### config.mk
export PLATFORM = sky130hd
export DESIGN_NAME = periodic_timer_slot_bank_top
export DESIGN_NICKNAME = d
export VERILOG_FILES = /design/src/design/ptsb_pkg.sv /design/src/design/ptsb_cell.sv /design/src/design/periodic_timer_slot_bank_top.sv
export SDC_FILE = /design/constraint.sdc
export NUM_CORES = 1
export LEC_CHECK = 0
export BUFFER_PORTS_ARGS = -buffer_cell sky130_fd_sc_hd__buf_2
export CAP_MARGIN = 40
export CELL_PAD_IN_SITES_DETAIL_PLACEMENT = 0
export CELL_PAD_IN_SITES_GLOBAL_PLACEMENT = 2
export CORE_UTILIZATION = 48
export DETAILED_ROUTE_END_ITERATION = 12
export PLACE_DENSITY_LB_ADDON = 0.1
export SYNTH_ARGS = -nofsm -noshare
export SYNTH_HDL_FRONTEND = slang
export SYNTH_SLANG_ARGS = --single-unit
### constraint.sdc
create_clock -name aclk -period 10.8 [get_ports aclk]
set_clock_uncertainty 0.05 [all_clocks]
set_input_delay 0.54 -clock aclk [delete_from_list [all_inputs] [get_ports aclk]]
set_output_delay 0.54 -clock aclk [all_outputs]
set_load 0.02 [all_outputs]
### src/design/ptsb_pkg.sv
// Shared types and codes for the periodic timer slot bank.
package ptsb_pkg;

    typedef enum logic [2:0] {
        ACT_ADD_SEC = 3'd0,
        ACT_ADD_MIN = 3'd1,
        ACT_REMOVE  = 3'd2,
        ACT_TICK    = 3'd3,
        ACT_QUERY   = 3'd4
    } action_t;

    typedef enum logic [2:0] {
        ST_ADDED     = 3'd0,
        ST_REARMED   = 3'd1,
        ST_WRONGKIND = 3'd2,
        ST_REMOVED   = 3'd3,
        ST_NOTARMED  = 3'd4,
        ST_ARMED     = 3'd5,
        ST_UNARMED   = 3'd6,
        ST_TICK      = 3'd7
    } status_t;

    localparam logic KIND_SEC = 1'b0;
    localparam logic KIND_MIN = 1'b1;

    typedef struct packed {
        logic arm;
        logic disarm;
        logic kind;
        logic tick;
        logic min_tick;
        logic shift;
    } cell_cmd_t;

    typedef struct packed {
        logic fire;
        logic kind;
    } fire_link_t;

    typedef struct packed {
        logic armed;
        logic kind;
    } cell_stat_t;

endpackage

### src/design/ptsb_cell.sv
// One timer slot: arm state, reload and remaining count, and a fire flag stage of the scan chain.
module ptsb_cell
    import ptsb_pkg::*;
#(
    parameter int COUNT_WIDTH = 16
) (
    input  logic                   aclk,
    input  logic                   aresetn,
    input  cell_cmd_t              cmd,
    input  logic                   sel,
    input  logic [COUNT_WIDTH-1:0] period,
    input  fire_link_t             link_in,
    output fire_link_t             link_out,
    output cell_stat_t             stat
);

    logic                   armed_reg, armed_next;
    logic                   kind_reg, kind_next;
    logic [COUNT_WIDTH-1:0] reload_reg, reload_next;
    logic [COUNT_WIDTH-1:0] remain_reg, remain_next;
    fire_link_t             link_reg, link_next;
    logic [COUNT_WIDTH-1:0] remain_dec;
    logic                   counts;

    assign remain_dec = remain_reg - COUNT_WIDTH'(1);
    assign counts     = armed_reg && (kind_reg == KIND_SEC || cmd.min_tick);

    always_comb begin
        armed_next  = armed_reg;
        kind_next   = kind_reg;
        reload_next = reload_reg;
        remain_next = remain_reg;
        link_next   = link_reg;
        priority if (cmd.arm && sel) begin
            armed_next  = 1'b1;
            kind_next   = cmd.kind;
            reload_next = period;
            remain_next = period;
        end else if (cmd.disarm && sel) begin
            armed_next = 1'b0;
        end else if (cmd.tick) begin
            link_next.kind = kind_reg;
            link_next.fire = 1'b0;
            if (counts) begin
                if (remain_dec == '0) begin
                    remain_next    = reload_reg;
                    link_next.fire = 1'b1;
                end else begin
                    remain_next = remain_dec;
                end
            end
        end else if (cmd.shift) begin
            link_next = link_in;
        end
    end

    always_ff @(posedge aclk) begin
        if (!aresetn) begin
            armed_reg <= 1'b0;
            kind_reg  <= 1'b0;
            link_reg  <= '0;
        end else begin
            armed_reg <= armed_next;
            kind_reg  <= kind_next;
            link_reg  <= link_next;
        end
        reload_reg <= reload_next;
        remain_reg <= remain_next;
    end

    assign link_out   = link_reg;
    assign stat.armed = armed_reg;
    assign stat.kind  = kind_reg;

endmodule

### src/design/periodic_timer_slot_bank_top.sv
// Top level of the periodic timer slot bank: command decode, scan control and result register.
//
//   port group  dir  handshake          payload
//   s_*         in   s_valid/s_ready    action, slot, period, minute_now
//   m_*         out  m_valid/m_ready    status, fired, fired_slot, fired_kind, last
//
// Add, remove and query each give one item.
// A tick first counts down all slots at once, then shifts the fire flags down the row of cells
// to the head slot by slot, then gives the final item.
// The scan holds while an item waits in the result register and the next one is due.
// Reset clears arm state, kinds, fire flags and minute tracking; counts are written on arm.
module periodic_timer_slot_bank_top
    import ptsb_pkg::*;
#(
    parameter int NUM_SLOTS   = 16,
    parameter int COUNT_WIDTH = 16
) (
    input  logic        aclk,
    input  logic        aresetn,
    input  logic        s_valid,
    output logic        s_ready,
    input  logic [2:0]  s_action,
    input  logic [3:0]  s_slot,
    input  logic [15:0] s_period,
    input  logic [5:0]  s_minute_now,
    output logic        m_valid,
    input  logic        m_ready,
    output logic [2:0]  m_status,
    output logic        m_fired,
    output logic [3:0]  m_fired_slot,
    output logic        m_fired_kind,
    output logic        m_last
);

    localparam int IDXW = (NUM_SLOTS > 1) ? $clog2(NUM_SLOTS) : 1;
    localparam logic [IDXW-1:0] LAST_IDX = IDXW'(NUM_SLOTS - 1);

    typedef enum logic [2:0] {
        FSM_IDLE  = 3'b001,
        FSM_SCAN  = 3'b010,
        FSM_FLUSH = 3'b100
    } fsm_t;

    fsm_t            state_reg, state_next;
    logic [IDXW-1:0] idx_reg, idx_next;
    logic            pend_reg, pend_next;
    logic [3:0]      pend_slot_reg, pend_slot_next;
    logic            pend_kind_reg, pend_kind_next;
    logic            min_seen_reg, min_seen_next;
    logic [5:0]      last_min_reg, last_min_next;

    logic            m_valid_reg, m_valid_next;
    status_t         m_status_reg, m_status_next;
    logic            m_fired_reg, m_fired_next;
    logic [3:0]      m_fired_slot_reg, m_fired_slot_next;
    logic            m_fired_kind_reg, m_fired_kind_next;
    logic            m_last_reg, m_last_next;

    cell_cmd_t              cmd;
    logic [NUM_SLOTS-1:0]   sel;
    cell_stat_t             stat [NUM_SLOTS];
    fire_link_t             link [NUM_SLOTS+1];
    logic [COUNT_WIDTH-1:0] period_w;
    logic                   slot_valid;
    cell_stat_t             addr_stat;
    logic                   out_free;
    logic                   ready_int;
    logic                   need_emit;

    assign period_w   = COUNT_WIDTH'(s_period);
    assign slot_valid = {28'd0, s_slot} < NUM_SLOTS;
    assign link[NUM_SLOTS] = '0;

    always_comb begin
        sel       = '0;
        addr_stat = '0;
        for (int i = 0; i < NUM_SLOTS; i++) begin
            if (slot_valid && {28'd0, s_slot} == i) begin
                sel[i]    = 1'b1;
                addr_stat = stat[i];
            end
        end
    end

    for (genvar g = 0; g < NUM_SLOTS; g++) begin : g_cell
        ptsb_cell #(
            .COUNT_WIDTH(COUNT_WIDTH)
        ) u_cell (
            .aclk    (aclk),
            .aresetn (aresetn),
            .cmd     (cmd),
            .sel     (sel[g]),
            .period  (period_w),
            .link_in (link[g+1]),
            .link_out(link[g]),
            .stat    (stat[g])
        );
    end

    assign out_free  = !m_valid_reg || m_ready;
    assign need_emit = link[0].fire && pend_reg;

    always_comb begin
        state_next        = state_reg;
        idx_next          = idx_reg;
        pend_next         = pend_reg;
        pend_slot_next    = pend_slot_reg;
        pend_kind_next    = pend_kind_reg;
        min_seen_next     = min_seen_reg;
        last_min_next     = last_min_reg;
        m_valid_next      = m_valid_reg && !m_ready;
        m_status_next     = m_status_reg;
        m_fired_next      = m_fired_reg;
        m_fired_slot_next = m_fired_slot_reg;
        m_fired_kind_next = m_fired_kind_reg;
        m_last_next       = m_last_reg;
        cmd               = '0;
        ready_int         = 1'b0;

        unique case (state_reg)
            FSM_IDLE: begin
                ready_int = out_free;
                if (s_valid && out_free) begin
                    m_fired_next      = 1'b0;
                    m_fired_slot_next = '0;
                    m_fired_kind_next = 1'b0;
                    m_last_next       = 1'b1;
                    unique case (action_t'(s_action))
                        ACT_ADD_SEC, ACT_ADD_MIN: begin
                            m_valid_next = 1'b1;
                            cmd.kind     = s_action[0];
                            if (!slot_valid) begin
                                m_status_next = ST_WRONGKIND;
                            end else if (!addr_stat.armed) begin
                                cmd.arm       = 1'b1;
                                m_status_next = ST_ADDED;
                            end else if (addr_stat.kind == s_action[0]) begin
                                cmd.arm       = 1'b1;
                                m_status_next = ST_REARMED;
                            end else begin
                                m_status_next = ST_WRONGKIND;
                            end
                        end
                        ACT_REMOVE: begin
                            m_valid_next = 1'b1;
                            if (addr_stat.armed) begin
                                cmd.disarm    = 1'b1;
                                m_status_next = ST_REMOVED;
                            end else begin
                                m_status_next = ST_NOTARMED;
                            end
                        end
                        ACT_QUERY: begin
                            m_valid_next  = 1'b1;
                            m_status_next = addr_stat.armed ? ST_ARMED : ST_UNARMED;
                        end
                        ACT_TICK: begin
                            cmd.tick      = 1'b1;
                            cmd.min_tick  = min_seen_reg && (last_min_reg != s_minute_now);
                            min_seen_next = 1'b1;
                            last_min_next = s_minute_now;
                            idx_next      = '0;
                            pend_next     = 1'b0;
                            state_next    = FSM_SCAN;
                        end
                        default: begin
                        end
                    endcase
                end
            end
            FSM_SCAN: begin
                if (!(need_emit && !out_free)) begin
                    cmd.shift = 1'b1;
                    if (link[0].fire) begin
                        if (pend_reg) begin
                            m_valid_next      = 1'b1;
                            m_status_next     = ST_TICK;
                            m_fired_next      = 1'b1;
                            m_fired_slot_next = pend_slot_reg;
                            m_fired_kind_next = pend_kind_reg;
                            m_last_next       = 1'b0;
                        end
                        pend_next      = 1'b1;
                        pend_slot_next = 4'(idx_reg);
                        pend_kind_next = link[0].kind;
                    end
                    if (idx_reg == LAST_IDX) begin
                        state_next = FSM_FLUSH;
                    end else begin
                        idx_next = idx_reg + IDXW'(1);
                    end
                end
            end
            FSM_FLUSH: begin
                if (out_free) begin
                    m_valid_next      = 1'b1;
                    m_status_next     = ST_TICK;
                    m_fired_next      = pend_reg;
                    m_fired_slot_next = pend_reg ? pend_slot_reg : 4'd0;
                    m_fired_kind_next = pend_reg && pend_kind_reg;
                    m_last_next       = 1'b1;
                    state_next        = FSM_IDLE;
                end
            end
            default: begin
                state_next = FSM_IDLE;
            end
        endcase
    end

    always_ff @(posedge aclk) begin
        if (!aresetn) begin
            state_reg    <= FSM_IDLE;
            pend_reg     <= 1'b0;
            min_seen_reg <= 1'b0;
            last_min_reg <= '0;
            m_valid_reg  <= 1'b0;
            idx_reg      <= '0;
        end else begin
            state_reg    <= state_next;
            pend_reg     <= pend_next;
            min_seen_reg <= min_seen_next;
            last_min_reg <= last_min_next;
            m_valid_reg  <= m_valid_next;
            idx_reg      <= idx_next;
        end
        pend_slot_reg    <= pend_slot_next;
        pend_kind_reg    <= pend_kind_next;
        m_status_reg     <= m_status_next;
        m_fired_reg      <= m_fired_next;
        m_fired_slot_reg <= m_fired_slot_next;
        m_fired_kind_reg <= m_fired_kind_next;
        m_last_reg       <= m_last_next;
    end

    assign s_ready      = ready_int;
    assign m_valid      = m_valid_reg;
    assign m_status     = m_status_reg;
    assign m_fired      = m_fired_reg;
    assign m_fired_slot = m_fired_slot_reg;
    assign m_fired_kind = m_fired_kind_reg;
    assign m_last       = m_last_reg;

endmodule

==> flow_metrics.env <==
export IMPL_holdPathStages=3
export IMPL_cts_root_buffer="clkbuf_16"
export IMPL_antenna_found_initial=6
export IMPL_cts_htree_levels=3
export IMPL_grt_overflow=0
export IMPL_grt_max_degree=55
export IMPL_switchingPower_w=0.00134
export IMPL_synth_distinct_cells=86
export IMPL_max_cap_viol_count=0
export IMPL_cts_setup_buffers=0
export IMPL_clk_pin_slew_ns=0.06
export IMPL_drtPass1Iterations=6
export IMPL_clk_path_buf_depth=3
export IMPL_cts_sinks=607
export IMPL_worstPathRequired_ns=11.00
export IMPL_hold_end="last_min_reg[1]"
export IMPL_initial_core_util=0.490
export IMPL_grt_pass1_vias=21900
export IMPL_crit_family="compound AO/OA/AOI/OAI gates"
export IMPL_cts_hold_buf=0
export IMPL_fin_nets=2857
export IMPL_reg2reg_slack_ns=6.56
export IMPL_crit_top_cell="nand2b_1"
export IMPL_worstSetupPathType="in2reg"
export IMPL_regToRegStartpoint="state_reg[0]"
export IMPL_place_congestion=0.899
export IMPL_seqPwrFrac=0.485
export IMPL_syn2layout_area_growth_pct=13.2
export IMPL_track_usage=0.275
export IMPL_synth_edff_count=527
export IMPL_num_vias=22300
export IMPL_hold_violations=0
export IMPL_layout_drive_gt1_share=0.142
export IMPL_vias_per_cell=6.01
export IMPL_hp_start="s_minute_now[1]"
export IMPL_setup_tns_ns=0
export IMPL_power_density_mw_per_mm2=151
export IMPL_reg2reg_depth=7
export IMPL_crit_path_start_kind="input pin"
export IMPL_die_area_sq_mm=0.0673
export IMPL_portBuffers=44
export IMPL_synth_cells=2715
export IMPL_drt_iter0_drc=1996
export IMPL_synth_most_common_cell="edfxtp_1"
export IMPL_switching_share=0.246
export IMPL_place_area_sq_mm=0.0337
export IMPL_syn_area_sq_mm=0.0318
export IMPL_p_leak_nw=12.6
export IMPL_utilization=0.554
export IMPL_crit_arrival_ns=4.58
export IMPL_fin_crit_ns=4.38
export IMPL_synthArstFlopShare=0
export IMPL_boundaryPins=45
export IMPL_worstSkewPairLatency_ns=0.63
export IMPL_ys_top_cells_by_area="edfxtp_1, mux2i_1, dfxtp_1, xnor2_1, a21oi_1"
export IMPL_pwr_share_comb=0.080
export IMPL_worstSetupEndpointType="flip-flop"
export IMPL_synthTopCellsByCount="edfxtp_1, mux2i_1, nand2_1, a21oi_1, nor2_1"
export IMPL_yosysTopAreaCell="edfxtp_1"
export IMPL_p_int_w=0.00409
export IMPL_die_h_um=259
export IMPL_grt_first_pass_wirelength_um=139000
export IMPL_max_stage_delay_ns=0.72
export IMPL_timing_hold_ws_ns=0.136
export IMPL_fp_row_count=93
export IMPL_synth_top_area_share=0.498
export IMPL_synth_seq_cells=607
export IMPL_dp_hpwl_um=59700
export IMPL_reg2reg_to="g_cell[13].u_cell.remain_reg[10]"
export IMPL_ir_drop_mv=0.140
export IMPL_critPathBufInv=3
export IMPL_avgSynthCellArea_sq_um=11.7
export IMPL_synth_nets=2781
export IMPL_worst_slew_pin_slew_ns=0.884
export IMPL_cts_repair_resized=0
export IMPL_outcome="finished clean"
export IMPL_finalWirelength_um=92300
export IMPL_setup_viol=0
export IMPL_drc=0
export IMPL_maxSlewViolCount=0
export IMPL_slowest_stage="nand2b_1"
export IMPL_synth_flop_cell="edfxtp_1"
export IMPL_coreArea_sq_mm=0.0649
export IMPL_die_w_um=259
export IMPL_rsz0062_at_grt="false"
export IMPL_ys_seq_area_frac=0.548
export IMPL_path_cells="buf_2, nand2b_1, o21a_1, o31ai_1, a32o_1, inv_2, a2111oi_2, buf_4, nand2b_1"
export IMPL_ys_warn_count=0
export IMPL_fin_area_sq_mm=0.0360
export IMPL_route_detailed_wl_per_inst_um=24.9
export IMPL_final_cells=3707
export IMPL_cts_tree="done"
export IMPL_min_path_type="in2reg"
export IMPL_max_slew_margin=0.405
export IMPL_antenna_left=0
export IMPL_cts_buffers_inserted=70
export IMPL_cp_max_fo=35
export IMPL_fmax_mhz=228
export IMPL_clkPwrFrac=0.434
export IMPL_period_share=0.406
export IMPL_place_inst=3574
[kinds of logic (layout without fill, tap and decap cells)]
logic type	count (synthesis)	after routing	synth area share
AO/OA/AOI/OAI	433	433	0.0895
multiplexers	381	381	0.122
flip-flops	607	607	0.548
XOR/XNOR	211	211	0.0586
AND/OR/NAND/NOR	783	783	0.134
buffers and inverters	265	398	0.0334
adder cells (fa/ha/maj)	35	35	0.0136
other	0	4	0
[tightest hold or removal path, cell delays in order]
cell and delay [ns]:
buf_2 0.11, nand2_1 0.05, a21oi_1 0.05
[worst max path at each step]
stage               startpoint                               end  slack [ns]  cells after the start
floorplan            s_slot[0]   g_cell[10].u_cell.remain_reg[0]        6.05                     11
global placement     s_slot[0]   g_cell[13].u_cell.remain_reg[7]        5.53                      9
detailed placement   s_slot[0]  g_cell[13].u_cell.remain_reg[15]        5.82                      9
CTS                  s_slot[0]  g_cell[13].u_cell.remain_reg[10]        6.49                      9
global route         s_slot[0]  g_cell[13].u_cell.remain_reg[10]        6.13                      9
finish               s_slot[0]  g_cell[13].u_cell.remain_reg[10]        6.42                      9
[power groups by stage]
| stage | sequential, W | combinational [W] | clock, W |
|---|---|---|---|
| after floorplan | 0.00269 | 0.000235 | 0 |
| after global placement | 0.00268 | 0.000418 | 0 |
| after detailed placement | 0.00268 | 0.000435 | 0 |
| after CTS | 0.00263 | 0.000436 | 0.00240 |
| after global routing | 0.00264 | 0.000474 | 0.00249 |
| final | 0.00264 | 0.000436 | 0.00236 |
[per-layer routing]
metal | up-vias | part of all wire | wire length [um] | GRT usage
met5 | - | 0 | 0 | 0
met4 | 0 | 0.027 | 2520 | 0.0833
met3 | 143 | 0.047 | 4300 | 0.0308
met2 | 584 | 0.48 | 44300 | 0.456
met1 | 11200 | 0.45 | 41200 | 0.380
li1 | 10400 | - | - | -
[placed cells by master, fill, tap and decap left out, types with 16 or more instances in the layout]
master,n
a21oi_1,173
nand3b_1,16
nor3b_1,19
xor2_1,94
xnor2_1,115
o21ai_0,55
buf_2,45
nor2b_1,18
clkbuf_16,71
nand2b_1,29
mux2_2,64
mux2i_1,317
nand2_1,184
ha_1,33
nand3_1,61
inv_1,117
dfxtp_1,80
o31ai_1,24
nor2_1,125
nand4_1,41
nor4_1,58
buf_4,91
edfxtp_1,527
or3_1,27
a311oi_1,22
or4_1,26
nor3_1,73
a31oi_1,19
[per-stage QoR]
stage | power, W | setup slack, ns
6_report | 0.00543 | 6.42
3_5_place_dp | 0.00312 | 5.82
5_1_grt | 0.00560 | 6.13
3_3_place_gp | 0.00310 | 5.53
2_1_floorplan | 0.00292 | 6.05
4_1_cts | 0.00547 | 6.49
[layout make-up]
type                    count  area, sq um
fillers                  5597        28900
flip-flops and latches    607        17400
multi-input cells        1843        13600
clock buffers              94         1940
repair buffers            149         1130
well taps                 855         1070
inverters                 120          450
clock inverters            35          332
diodes                      4         10.0
(Power assumes the default switching activity.)
